## src/s5rp_pkg.sv

```systemverilog
// Package for the SOCKS5 request parser: parse phases, result kinds, codes
// and the record type of one result entry.
// No dependencies; used by socks5_request_parser_top.
package s5rp_pkg;

  // Parse phases of the greeting and request
  typedef enum logic [3:0] {
    PH_IDLE    = 4'd0,
    PH_METHODS = 4'd1,
    PH_VER     = 4'd2,
    PH_CMD     = 4'd3,
    PH_RSV     = 4'd4,
    PH_ATYP    = 4'd5,
    PH_DLEN    = 4'd6,
    PH_ADDR    = 4'd7,
    PH_PORT_HI = 4'd8,
    PH_PORT_LO = 4'd9
  } phase_t;

  // Result kinds
  typedef enum logic [2:0] {
    K_CONSUMED = 3'd0,
    K_REPLY    = 3'd1,
    K_ADDR     = 3'd2,
    K_DONE     = 3'd3,
    K_ERROR    = 3'd4
  } kind_t;

  // Error codes
  localparam logic [1:0] ERR_NONE     = 2'd0;
  localparam logic [1:0] ERR_METHOD   = 2'd1;
  localparam logic [1:0] ERR_VERSION  = 2'd2;
  localparam logic [1:0] ERR_PROTOCOL = 2'd3;

  // Query types
  localparam logic [2:0] QT_CONNECT = 3'd0;
  localparam logic [2:0] QT_BIND    = 3'd1;
  localparam logic [2:0] QT_UDP     = 3'd2;
  localparam logic [2:0] QT_RESOLVE = 3'd3;
  localparam logic [2:0] QT_REVRES  = 3'd4;

  // Address kinds
  localparam logic [1:0] AK_IPV4   = 2'd0;
  localparam logic [1:0] AK_IPV6   = 2'd1;
  localparam logic [1:0] AK_DOMAIN = 2'd2;

  // Protocol bytes
  localparam logic [7:0] SOCKS_VERSION = 8'd5;
  localparam logic [7:0] METHOD_NOAUTH = 8'h00;
  localparam logic [7:0] CMD_CONNECT   = 8'h01;
  localparam logic [7:0] CMD_BIND      = 8'h02;
  localparam logic [7:0] CMD_UDP       = 8'h03;
  localparam logic [7:0] CMD_RESOLVE   = 8'hF0;
  localparam logic [7:0] CMD_REVRES    = 8'hF1;
  localparam logic [7:0] ATYP_IPV4     = 8'h01;
  localparam logic [7:0] ATYP_DOMAIN   = 8'h03;
  localparam logic [7:0] ATYP_IPV6     = 8'h04;
  localparam logic [7:0] IPV4_LEN      = 8'd4;
  localparam logic [7:0] IPV6_LEN      = 8'd16;

  // Configuration register index
  localparam logic REG_EXTENSION_MODE = 1'b0;

  // Result queue depth (room for two results per request plus slack)
  localparam int RESULT_DEPTH = 4;

  // One result entry
  typedef struct packed {
    kind_t       kind;
    logic [7:0]  out_byte;
    logic [2:0]  query_type;
    logic [1:0]  address_kind;
    logic [15:0] port;
    logic [1:0]  fault_code;
    logic        last;
  } result_t;

endpackage

```

## src/socks5_request_parser_top.sv

```systemverilog
// SOCKS5 client request parser: byte-wise parse of the greeting and request.
// Depends on s5rp_pkg for phases, result kinds, codes and the result record.
//
// Usage:
//   Input stream (s_*): one client byte per request in s_tdata, with s_tuser
//   set on the method-count byte of a new connection, which restarts parsing.
//   Output stream (m_*): one or two results per input byte. m_tuser carries the
//   kind, m_tlast marks the last result of an input byte, and m_tdata carries
//   the reply or address byte, query type, address kind, port and error code.
//   APB port: register 0 (address 0) bit 0 is extension_mode.
// Results: each is written into the result queue when its input byte is taken
// and leaves from the queue head in order. Throughput: one byte per cycle while
// s_tready is high; a byte yielding the two reply bytes takes two entries of the
// four-entry result queue, which lowers s_tready when fewer than two are free.
// Reset (rst, synchronous, active high) empties the result queue, returns the
// parser to idle and clears extension_mode.
// When the receiver stalls, results wait in the queue and s_tready drops once
// it is nearly full; nothing is lost or repeated.
module socks5_request_parser_top (
  input  logic        clk,
  input  logic        rst,
  // Input stream
  input  logic        s_tvalid,
  output logic        s_tready,
  input  logic [7:0]  s_tdata,   // [7:0] data_byte
  input  logic        s_tuser,   // [0] start_of_request
  // Output stream
  output logic        m_tvalid,
  input  logic        m_tready,
  output logic [31:0] m_tdata,   // [7:0] out_byte, [10:8] query_type,
                                 // [12:11] address_kind, [28:13] port,
                                 // [30:29] fault_code, [31] zero
  output logic [2:0]  m_tuser,   // [2:0] kind
  output logic        m_tlast,   // last
  // Configuration port
  input  logic        psel,
  input  logic        penable,
  input  logic        pwrite,
  input  logic [2:0]  paddr,
  input  logic [31:0] pwdata,
  output logic [31:0] prdata,
  output logic        pready
);

  localparam int PTR_W = $clog2(s5rp_pkg::RESULT_DEPTH);
  localparam int CNT_W = PTR_W + 1;

  // Configuration and parse state
  logic                extension_mode;
  s5rp_pkg::phase_t    phase, phase_next;
  logic [7:0]          count_left, count_left_next;
  logic                no_auth_seen, no_auth_seen_next;
  logic [7:0]          command_code, command_code_next;
  logic [1:0]          held_address_kind, held_address_kind_next;
  logic [7:0]          port_high, port_high_next;

  // Results of the current byte
  s5rp_pkg::result_t   res0, res1;
  logic                two_results;

  // Result queue
  s5rp_pkg::result_t   queue [s5rp_pkg::RESULT_DEPTH];
  logic [PTR_W-1:0]    wptr, rptr;
  logic [CNT_W-1:0]    count, count_next;
  logic                accept, pop;
  s5rp_pkg::result_t   head;

  assign accept = s_tvalid && s_tready;
  assign pop    = m_tvalid && m_tready;

  // Configuration register access
  assign pready = 1'b1;
  always_ff @(posedge clk) begin
    if (rst) begin
      extension_mode <= 1'b0;
    end else if (psel && penable && pwrite && pready &&
                 paddr[2] == s5rp_pkg::REG_EXTENSION_MODE) begin
      extension_mode <= pwdata[0];
    end
  end
  assign prdata = (paddr[2] == s5rp_pkg::REG_EXTENSION_MODE) ?
                  {31'd0, extension_mode} : 32'd0;

  // Parse step: next state and results for one byte
  always_comb begin
    logic [7:0] b;
    logic [7:0] cnt_dec;
    logic       seen;
    b                      = s_tdata;
    cnt_dec                = count_left - 8'd1;
    seen                   = no_auth_seen || (b == s5rp_pkg::METHOD_NOAUTH);
    phase_next             = phase;
    count_left_next        = count_left;
    no_auth_seen_next      = no_auth_seen;
    command_code_next      = command_code;
    held_address_kind_next = held_address_kind;
    port_high_next         = port_high;
    two_results            = 1'b0;
    res0                   = '0;
    res0.kind              = s5rp_pkg::K_CONSUMED;
    res0.last              = 1'b1;
    res1                   = '0;
    res1.kind              = s5rp_pkg::K_REPLY;
    res1.last              = 1'b1;

    if (s_tuser) begin
      count_left_next   = b;
      no_auth_seen_next = 1'b0;
      phase_next        = (b != 8'd0) ? s5rp_pkg::PH_METHODS : s5rp_pkg::PH_VER;
    end else begin
      case (phase)
        s5rp_pkg::PH_METHODS: begin
          no_auth_seen_next = seen;
          count_left_next   = cnt_dec;
          if (cnt_dec == 8'd0) begin
            if (!seen) begin
              phase_next      = s5rp_pkg::PH_IDLE;
              res0.kind       = s5rp_pkg::K_ERROR;
              res0.fault_code = s5rp_pkg::ERR_METHOD;
            end else begin
              // Reply with version 5, method "no authentication"
              phase_next    = s5rp_pkg::PH_VER;
              two_results   = 1'b1;
              res0.kind     = s5rp_pkg::K_REPLY;
              res0.out_byte = s5rp_pkg::SOCKS_VERSION;
              res0.last     = 1'b0;
            end
          end
        end
        s5rp_pkg::PH_VER: begin
          if (b != s5rp_pkg::SOCKS_VERSION) begin
            phase_next      = s5rp_pkg::PH_IDLE;
            res0.kind       = s5rp_pkg::K_ERROR;
            res0.fault_code = s5rp_pkg::ERR_VERSION;
          end else begin
            phase_next = s5rp_pkg::PH_CMD;
          end
        end
        s5rp_pkg::PH_CMD: begin
          command_code_next = b;
          phase_next        = s5rp_pkg::PH_RSV;
        end
        s5rp_pkg::PH_RSV: begin
          phase_next = s5rp_pkg::PH_ATYP;
        end
        s5rp_pkg::PH_ATYP: begin
          if (b == s5rp_pkg::ATYP_IPV4) begin
            held_address_kind_next = s5rp_pkg::AK_IPV4;
            count_left_next        = s5rp_pkg::IPV4_LEN;
            phase_next             = s5rp_pkg::PH_ADDR;
          end else if (b == s5rp_pkg::ATYP_IPV6) begin
            held_address_kind_next = s5rp_pkg::AK_IPV6;
            count_left_next        = s5rp_pkg::IPV6_LEN;
            phase_next             = s5rp_pkg::PH_ADDR;
          end else if (b == s5rp_pkg::ATYP_DOMAIN) begin
            held_address_kind_next = s5rp_pkg::AK_DOMAIN;
            phase_next             = s5rp_pkg::PH_DLEN;
          end else begin
            phase_next      = s5rp_pkg::PH_IDLE;
            res0.kind       = s5rp_pkg::K_ERROR;
            res0.fault_code = s5rp_pkg::ERR_PROTOCOL;
          end
        end
        s5rp_pkg::PH_DLEN: begin
          count_left_next = b;
          phase_next = (b != 8'd0) ? s5rp_pkg::PH_ADDR : s5rp_pkg::PH_PORT_HI;
        end
        s5rp_pkg::PH_ADDR: begin
          count_left_next = cnt_dec;
          if (cnt_dec == 8'd0) begin
            phase_next = s5rp_pkg::PH_PORT_HI;
          end
          res0.kind         = s5rp_pkg::K_ADDR;
          res0.out_byte     = b;
          res0.address_kind = held_address_kind;
        end
        s5rp_pkg::PH_PORT_HI: begin
          port_high_next = b;
          phase_next     = s5rp_pkg::PH_PORT_LO;
        end
        s5rp_pkg::PH_PORT_LO: begin
          // Classify the command; resolve commands need extension mode
          phase_next        = s5rp_pkg::PH_IDLE;
          res0.kind         = s5rp_pkg::K_DONE;
          res0.address_kind = held_address_kind;
          res0.port         = {port_high, b};
          if (extension_mode && command_code == s5rp_pkg::CMD_RESOLVE) begin
            res0.query_type = s5rp_pkg::QT_RESOLVE;
          end else if (extension_mode && command_code == s5rp_pkg::CMD_REVRES) begin
            res0.query_type = s5rp_pkg::QT_REVRES;
          end else if (command_code == s5rp_pkg::CMD_CONNECT) begin
            res0.query_type = s5rp_pkg::QT_CONNECT;
          end else if (command_code == s5rp_pkg::CMD_BIND) begin
            res0.query_type = s5rp_pkg::QT_BIND;
          end else if (command_code == s5rp_pkg::CMD_UDP) begin
            res0.query_type = s5rp_pkg::QT_UDP;
          end else begin
            res0              = '0;
            res0.kind         = s5rp_pkg::K_ERROR;
            res0.fault_code   = s5rp_pkg::ERR_PROTOCOL;
            res0.last         = 1'b1;
          end
        end
        default: begin
          phase_next = s5rp_pkg::PH_IDLE;
        end
      endcase
    end
  end

  // Parse state registers
  always_ff @(posedge clk) begin
    if (rst) begin
      phase             <= s5rp_pkg::PH_IDLE;
      count_left        <= 8'd0;
      no_auth_seen      <= 1'b0;
      command_code      <= 8'd0;
      held_address_kind <= 2'd0;
      port_high         <= 8'd0;
    end else if (accept) begin
      phase             <= phase_next;
      count_left        <= count_left_next;
      no_auth_seen      <= no_auth_seen_next;
      command_code      <= command_code_next;
      held_address_kind <= held_address_kind_next;
      port_high         <= port_high_next;
    end
  end

  // Result queue: space for two results is needed before a byte is taken
  assign s_tready = (count <= CNT_W'(s5rp_pkg::RESULT_DEPTH - 2));
  assign m_tvalid = (count != '0);

  always_comb begin
    count_next = count;
    if (accept) begin
      count_next = count_next + (two_results ? CNT_W'(2) : CNT_W'(1));
    end
    if (pop) begin
      count_next = count_next - CNT_W'(1);
    end
  end

  always_ff @(posedge clk) begin
    if (rst) begin
      wptr  <= '0;
      rptr  <= '0;
      count <= '0;
    end else begin
      count <= count_next;
      if (accept) begin
        wptr <= wptr + (two_results ? PTR_W'(2) : PTR_W'(1));
      end
      if (pop) begin
        rptr <= rptr + PTR_W'(1);
      end
    end
  end

  // Queue storage, payload only
  always_ff @(posedge clk) begin
    if (accept) begin
      queue[wptr] <= res0;
      if (two_results) begin
        queue[wptr + PTR_W'(1)] <= res1;
      end
    end
  end

  // Output fields from the queue head
  assign head    = queue[rptr];
  assign m_tuser = head.kind;
  assign m_tlast = head.last;
  assign m_tdata = {1'b0, head.fault_code, head.port, head.address_kind,
                    head.query_type, head.out_byte};

endmodule

```

## config.mk

```make
export PLATFORM = sky130hd
export DESIGN_NAME = socks5_request_parser_top
export DESIGN_NICKNAME = d
export VERILOG_FILES = /design/src/s5rp_pkg.sv /design/src/socks5_request_parser_top.sv
export SDC_FILE = /design/constraint.sdc
export NUM_CORES = 1
export LEC_CHECK = 0
export BUFFER_PORTS_ARGS = -buffer_cell sky130_fd_sc_hd__buf_2
export CORE_ASPECT_RATIO = 0.7
export CORE_MARGIN = 4
export CORE_UTILIZATION = 46
export CTS_CLUSTER_SIZE = 8
export DETAILED_ROUTE_END_ITERATION = 16
export PLACE_DENSITY_LB_ADDON = 0.1
export SYNTH_ARGS = -nofsm -noshare
export SYNTH_HDL_FRONTEND = slang
export SYNTH_SLANG_ARGS = --single-unit
```

## constraint.sdc

```tcl
create_clock -name clk -period 8 [get_ports clk]
set_clock_uncertainty 0.05 [all_clocks]
set_input_delay 0.8 -clock clk [delete_from_list [all_inputs] [get_ports clk]]
set_output_delay 0.8 -clock clk [all_outputs]
set_load 0.01 [all_outputs]
```

==> results of run 1 <==
placed cells by master (no fill, tap or decap), types with 6 or more instances in the layout:
cell type,instances
o21ai_0,10
inv_1,9
nand3_1,6
dfxtp_1,179
nand2b_1,7
a211oi_1,11
or3_1,7
buf_4,13
clkinvlp_4,6
buf_2,55
conb_1,33
xnor2_1,7
mux2i_1,21
a22oi_1,9
and2_1,21
a21oi_1,139
nand2_1,220
nor3_1,6
clkbuf_16,17
nor4_1,6
o22ai_1,11
mux4_2,35
nor2_1,120
final cells by class:
cell class,instances,area (um^2),share of cell area
well taps,236,295,0.0309
repair buffers,68,373,0.0390
clock inverters,12,158,0.0165
clock buffers,19,433,0.0453
multi-input cells,760,4640,0.485
flip-flops and latches,181,3630,0.379
inverters,9,33.8,0.00353
critical path, cell delays in order, from the launching register on:
cell and delay [ps]:
dfxtp_1 430, inv_1 90, ha_1 310, xnor2_1 220, nand4_1 720, nor2_1 660, nand2_1 390, ha_1 300
inv_1 60, fa_1 410, nor2_1 110, a21oi_1 80, ha_1 310, nor2_1 40, o21a_1 180
sequential cells by signal, indices dropped and copies added, names as in the netlist, named ones only:
name	cells
held_address_kind	2
count	3
no_auth_seen	1
port_high	8
count_left	8
command_code	8
extension_mode	1
phase	4
wptr	2
queue	140
rptr	2
per-stage QoR:
step | area (um^2) | setup slack, ps | total power, mW
floorplan | 8880 | 4700 | 1.41
global placement | 8970 | 3700 | 1.53
detailed placement | 8970 | 3620 | 1.53
CTS | 9560 | 3590 | 2.38
global route | 9560 | 3130 | 2.48
finish | 9560 | 3520 | 2.36
power breakdown:
| group | switching, mW | leakage [nW] | total (mW) | internal, mW |
|---|---|---|---|---|
| clock | 0.361 | 0.267 | 0.850 | 0.489 |
| combinational | 0.345 | 1.88 | 0.526 | 0.181 |
| sequential | 0.0426 | 1.46 | 0.986 | 0.944 |
| total | 0.748 | 3.61 | 2.36 | 1.61 |
cells by family after synthesis:
group,after synthesis,share of synthesized area
compound gates,219,0.149
xor+xnor,10,0.00999
fa+ha+maj,6,0.00942
buf+inv,115,0.0732
flops,181,0.413
mux,59,0.118
other cells,2,0.000857
simple gates,433,0.226
path summary, 6_finish.rpt:
| kind | start | end | slack (ps) | depth (start not counted) |
|---|---|---|---|---|
| hold / removal | queue[2][23] | queue[2][23] | 400 | 2 |
| setup / recovery | count_left[0] | count[1] | 3520 | 14 |
| hold reg to reg | queue[2][23] | queue[2][23] | 400 | 2 |
| setup reg to reg | count_left[0] | count[1] | 3520 | 14 |
layer usage:
layer,up-vias,routed length [um],global-route usage
met5,-,0,0
met4,0,240,0.0528
met3,21,1830,0.0572
met2,232,10200,0.335
met1,3353,11700,0.342
li1,3477,-,-
==> results.sh, run 1 <==
export IMPL_outcome="finished clean"
export IMPL_arrival_ps=4760
export IMPL_cts_max_level=4
export IMPL_antenna_found_initial=0
export IMPL_p_leak_nw=3.61
export IMPL_numPlacedInstances=1254
export IMPL_initial_core_util=0.477
export IMPL_synth_ff_type="dfxtp_1"
export IMPL_clock_fmax_mhz=223
export IMPL_rows=41
export IMPL_maxCapViolations=0
export IMPL_fill_cells=1733
export IMPL_ys_seq_elements=181
export IMPL_synthArstFlopShare=0
export IMPL_postCtsResizedCells=0
export IMPL_die_w_um=173
export IMPL_syn_avg_cell_area_um2=8.55
export IMPL_synth_most_common_cell="nand2_1"
export IMPL_ant_nets=0
export IMPL_drv_slew=0
export IMPL_synth_top_area_cell="dfxtp_1"
export IMPL_postSynthCellCount=1025
export IMPL_cp_max_fo=13
export IMPL_worst_setup_path_end_kind="register"
export IMPL_cts_setup_buffers=0
export IMPL_grt_usage=0.229
export IMPL_via_count=7083
export IMPL_clkSinkCount=181
export IMPL_dp_hpwl_um=14700
export IMPL_holdWs_ps=400
export IMPL_layout_drive_gt1_share=0.159
export IMPL_clockBufferDepth=2
export IMPL_path_clk_slew_ps=70
export IMPL_clk_latency_ps=440
export IMPL_yosys_top_cells_count="nand2_1, dfxtp_1, a21oi_1"
export IMPL_antennaDiodeCount=0
export IMPL_synth_area_um2=8770
export IMPL_synth_top_area_frac=0.413
export IMPL_finalSetupTns_ps=0
export IMPL_yosys_cell_types_count=66
export IMPL_grt_pass1_vias=6694
export IMPL_fin_util=0.520
export IMPL_area_delta_synth_final_pct=9.01
export IMPL_final_nets=1094
export IMPL_setup_viol=0
export IMPL_p_per_area_nw_per_um2=247
export IMPL_ctsRootBufferMaster="clkbuf_16"
export IMPL_grt_pass1_wl_um=38400
export IMPL_critPathRequiredTime_ps=8280
export IMPL_routed_wl_um=24000
export IMPL_worstSetupPathType="reg2reg"
export IMPL_synth_seq_area_share=0.413
export IMPL_fp_dieH_um=124
export IMPL_worst_pin_slew_ps=1060
export IMPL_synth_edf_count=0
export IMPL_numCtsBuffers=17
export IMPL_avgRoutedWirePerCell_um=18.7
export IMPL_hold_violations=0
export IMPL_min_period_ps=4480
export IMPL_cts_hold_buf=0
export IMPL_io_pin_count=122
export IMPL_yosys_warnings=0
export IMPL_rsz0062_at_grt="false"
export IMPL_viasPerCell=5.51
export IMPL_holdCritPathClass="reg2reg"
export IMPL_cp_start_kind="register"
export IMPL_slew_headroom=0.294
export IMPL_ir_drop_uv=185
export IMPL_cts_tree="built"
export IMPL_drt_iter0_markers=540
export IMPL_final_instance_count_excl_fill=1285
export IMPL_min_period_over_period=0.561
export IMPL_gr_total_overflow=0
export IMPL_die_area_um2=21400
export IMPL_drc_errors=0
export IMPL_synthTopCellsByArea="dfxtp_1, nand2_1, mux4_2, a21oi_1, nor2_1"
export IMPL_numPortBuffers=55
export IMPL_core_um2=18400
export IMPL_place_gp_congestion=0.880
export IMPL_grt_max_degree=47
export IMPL_first_pass_iters=5
(Power assumes the default switching activity.)
==> inputs of run 2 (changes only) <==
==> constraint.sdc (replaced) <==
create_clock -name clk -period 4.45 [get_ports clk]
set_clock_uncertainty 0.05 [all_clocks]
set_input_delay 0.445 -clock clk [delete_from_list [all_inputs] [get_ports clk]]
set_output_delay 0.445 -clock clk [all_outputs]
set_load 0.01 [all_outputs]
==> results.sh, run 2 (synthesis results as in run 1) <==
export IMPL_gr_total_overflow=0
export IMPL_slew_headroom=0.303
export IMPL_layout_drive_gt1_share=0.167
export IMPL_critPathRequiredTime_ps=4690
export IMPL_ant_nets=0
export IMPL_cp_max_fo=13
export IMPL_path_clk_slew_ps=70
export IMPL_outcome="finished clean"
export IMPL_p_leak_nw=3.65
export IMPL_regMostFlops="queue"
export IMPL_grt_pass1_vias=6658
export IMPL_arrival_ps=4300
export IMPL_worstSetupPathType="reg2reg"
export IMPL_final_instance_count_excl_fill=1292
export IMPL_dp_hpwl_um=15100
export IMPL_drc_errors=0
export IMPL_internal_power_mw=2.82
export IMPL_io_pin_count=122
export IMPL_die_w_um=173
export IMPL_cp_start_kind="register"
export IMPL_fin_util=0.522
export IMPL_ctsRootBufferMaster="clkbuf_16"
export IMPL_clockBufferDepth=2
export IMPL_initial_core_util=0.477
export IMPL_clkSinkCount=181
export IMPL_finalSetupTns_ps=0
export IMPL_antenna_found_initial=0
export IMPL_viasPerCell=5.50
export IMPL_fp_dieH_um=124
export IMPL_final_cell_mix="nand2_1, dfxtp_1, a21oi_1"
export IMPL_largest_register_ffs=140
export IMPL_drt_iter0_markers=595
export IMPL_holdWs_ps=195
export IMPL_multi_input_area_um2=4640
export IMPL_numPortBuffers=55
export IMPL_clock_fmax_mhz=246
export IMPL_regArea_um2=3630
export IMPL_antennaDiodeCount=0
export IMPL_postCtsResizedCells=0
export IMPL_final_nets=1100
export IMPL_holdCritPathClass="in2reg"
export IMPL_cts_max_level=4
export IMPL_rows=41
export IMPL_min_period_ps=4060
export IMPL_cts_setup_buffers=0
export IMPL_cts_hold_buf=0
export IMPL_numCtsBuffers=17
export IMPL_grt_usage=0.230
export IMPL_place_gp_congestion=0.872
export IMPL_setup_viol=0
export IMPL_grt_pass1_wl_um=38400
export IMPL_numPlacedInstances=1260
export IMPL_first_pass_iters=5
export IMPL_hold_depth=3
export IMPL_via_count=7105
export IMPL_fill_cells=1745
export IMPL_core_um2=18400
export IMPL_grt_max_degree=47
export IMPL_cts_tree="built"
export IMPL_worst_pin_slew_ps=1040
export IMPL_min_period_over_period=0.913
export IMPL_clkPwrFrac=0.350
export IMPL_reg2regPathDepth=16
export IMPL_power_frac_seq=0.440
export IMPL_p_per_area_nw_per_um2=439
export IMPL_die_area_um2=21400
export IMPL_switching_share=0.329
export IMPL_drv_slew=0
export IMPL_routed_wl_um=24100
export IMPL_hold_violations=0
export IMPL_maxCapViolations=0
export IMPL_clk_latency_ps=430
export IMPL_avgRoutedWirePerCell_um=18.7
export IMPL_rsz0062_at_grt="false"
export IMPL_worst_setup_path_end_kind="register"
export IMPL_ir_drop_uv=373
export IMPL_layout_commonest_cell="nand2_1"
export IMPL_area_delta_synth_final_pct=9.30
export IMPL_switching_power_mw=1.39
export IMPL_p_comb_frac=0.210
run 2: path summary, 6_finish.rpt:
kind | from | end | slack, ps
setup / recovery | count_left[0] | count[2] | 390
hold reg to reg | queue[3][17] | queue[3][17] | 400
setup reg to reg | count_left[0] | count[2] | 390
hold / removal | pwdata[0] | extension_mode | 200
run 2: stage by stage:
| stage | power (mW) | setup WS, ps | area, um^2 |
|---|---|---|---|
| 3_5_place_dp | 2.77 | 414 | 9010 |
| 5_1_grt | 4.42 | 36.4 | 9580 |
| 4_1_cts | 4.24 | 397 | 9580 |
| 3_3_place_gp | 2.77 | 441 | 9010 |
| 2_1_floorplan | 2.54 | 1320 | 8880 |
| 6_report | 4.21 | 387 | 9580 |
run 2: layer usage:
metal  share of wire  global-route usage
met1            0.50               0.341
met3           0.071              0.0517
met4          0.0078              0.0478
met5               0                   0
met2            0.42               0.344
run 2: power groups by stage:
stage	registers [mW]	logic (mW)	clock network (mW)
floorplan	1.77	0.769	0
global placement	1.89	0.884	0
detailed placement	1.89	0.882	0
CTS	1.85	0.884	1.50
global route	1.87	0.966	1.58
finish	1.85	0.882	1.47
run 2: area by class of cell:
type | instances | area share
clock buffers | 17 | 0.0444
clock inverters | 15 | 0.0153
flip-flops and latches | 181 | 0.378
well taps | 236 | 0.0308
inverters | 9 | 0.00353
repair buffers | 74 | 0.0436
multi-input cells | 760 | 0.484
run 2: critical path: stages (launching register included):
cell     delay, ps
dfxtp_1        440
inv_1           90
ha_1           310
nand2_1        100
o22ai_1         80
a22oi_2        750
nor2_1         290
nand2_1        410
ha_1           220
inv_1           50
fa_1           470
nor2_1          50
a21oi_1        170
ha_1           180
nand2_1         60
xnor2_1        150
nor2_1          50
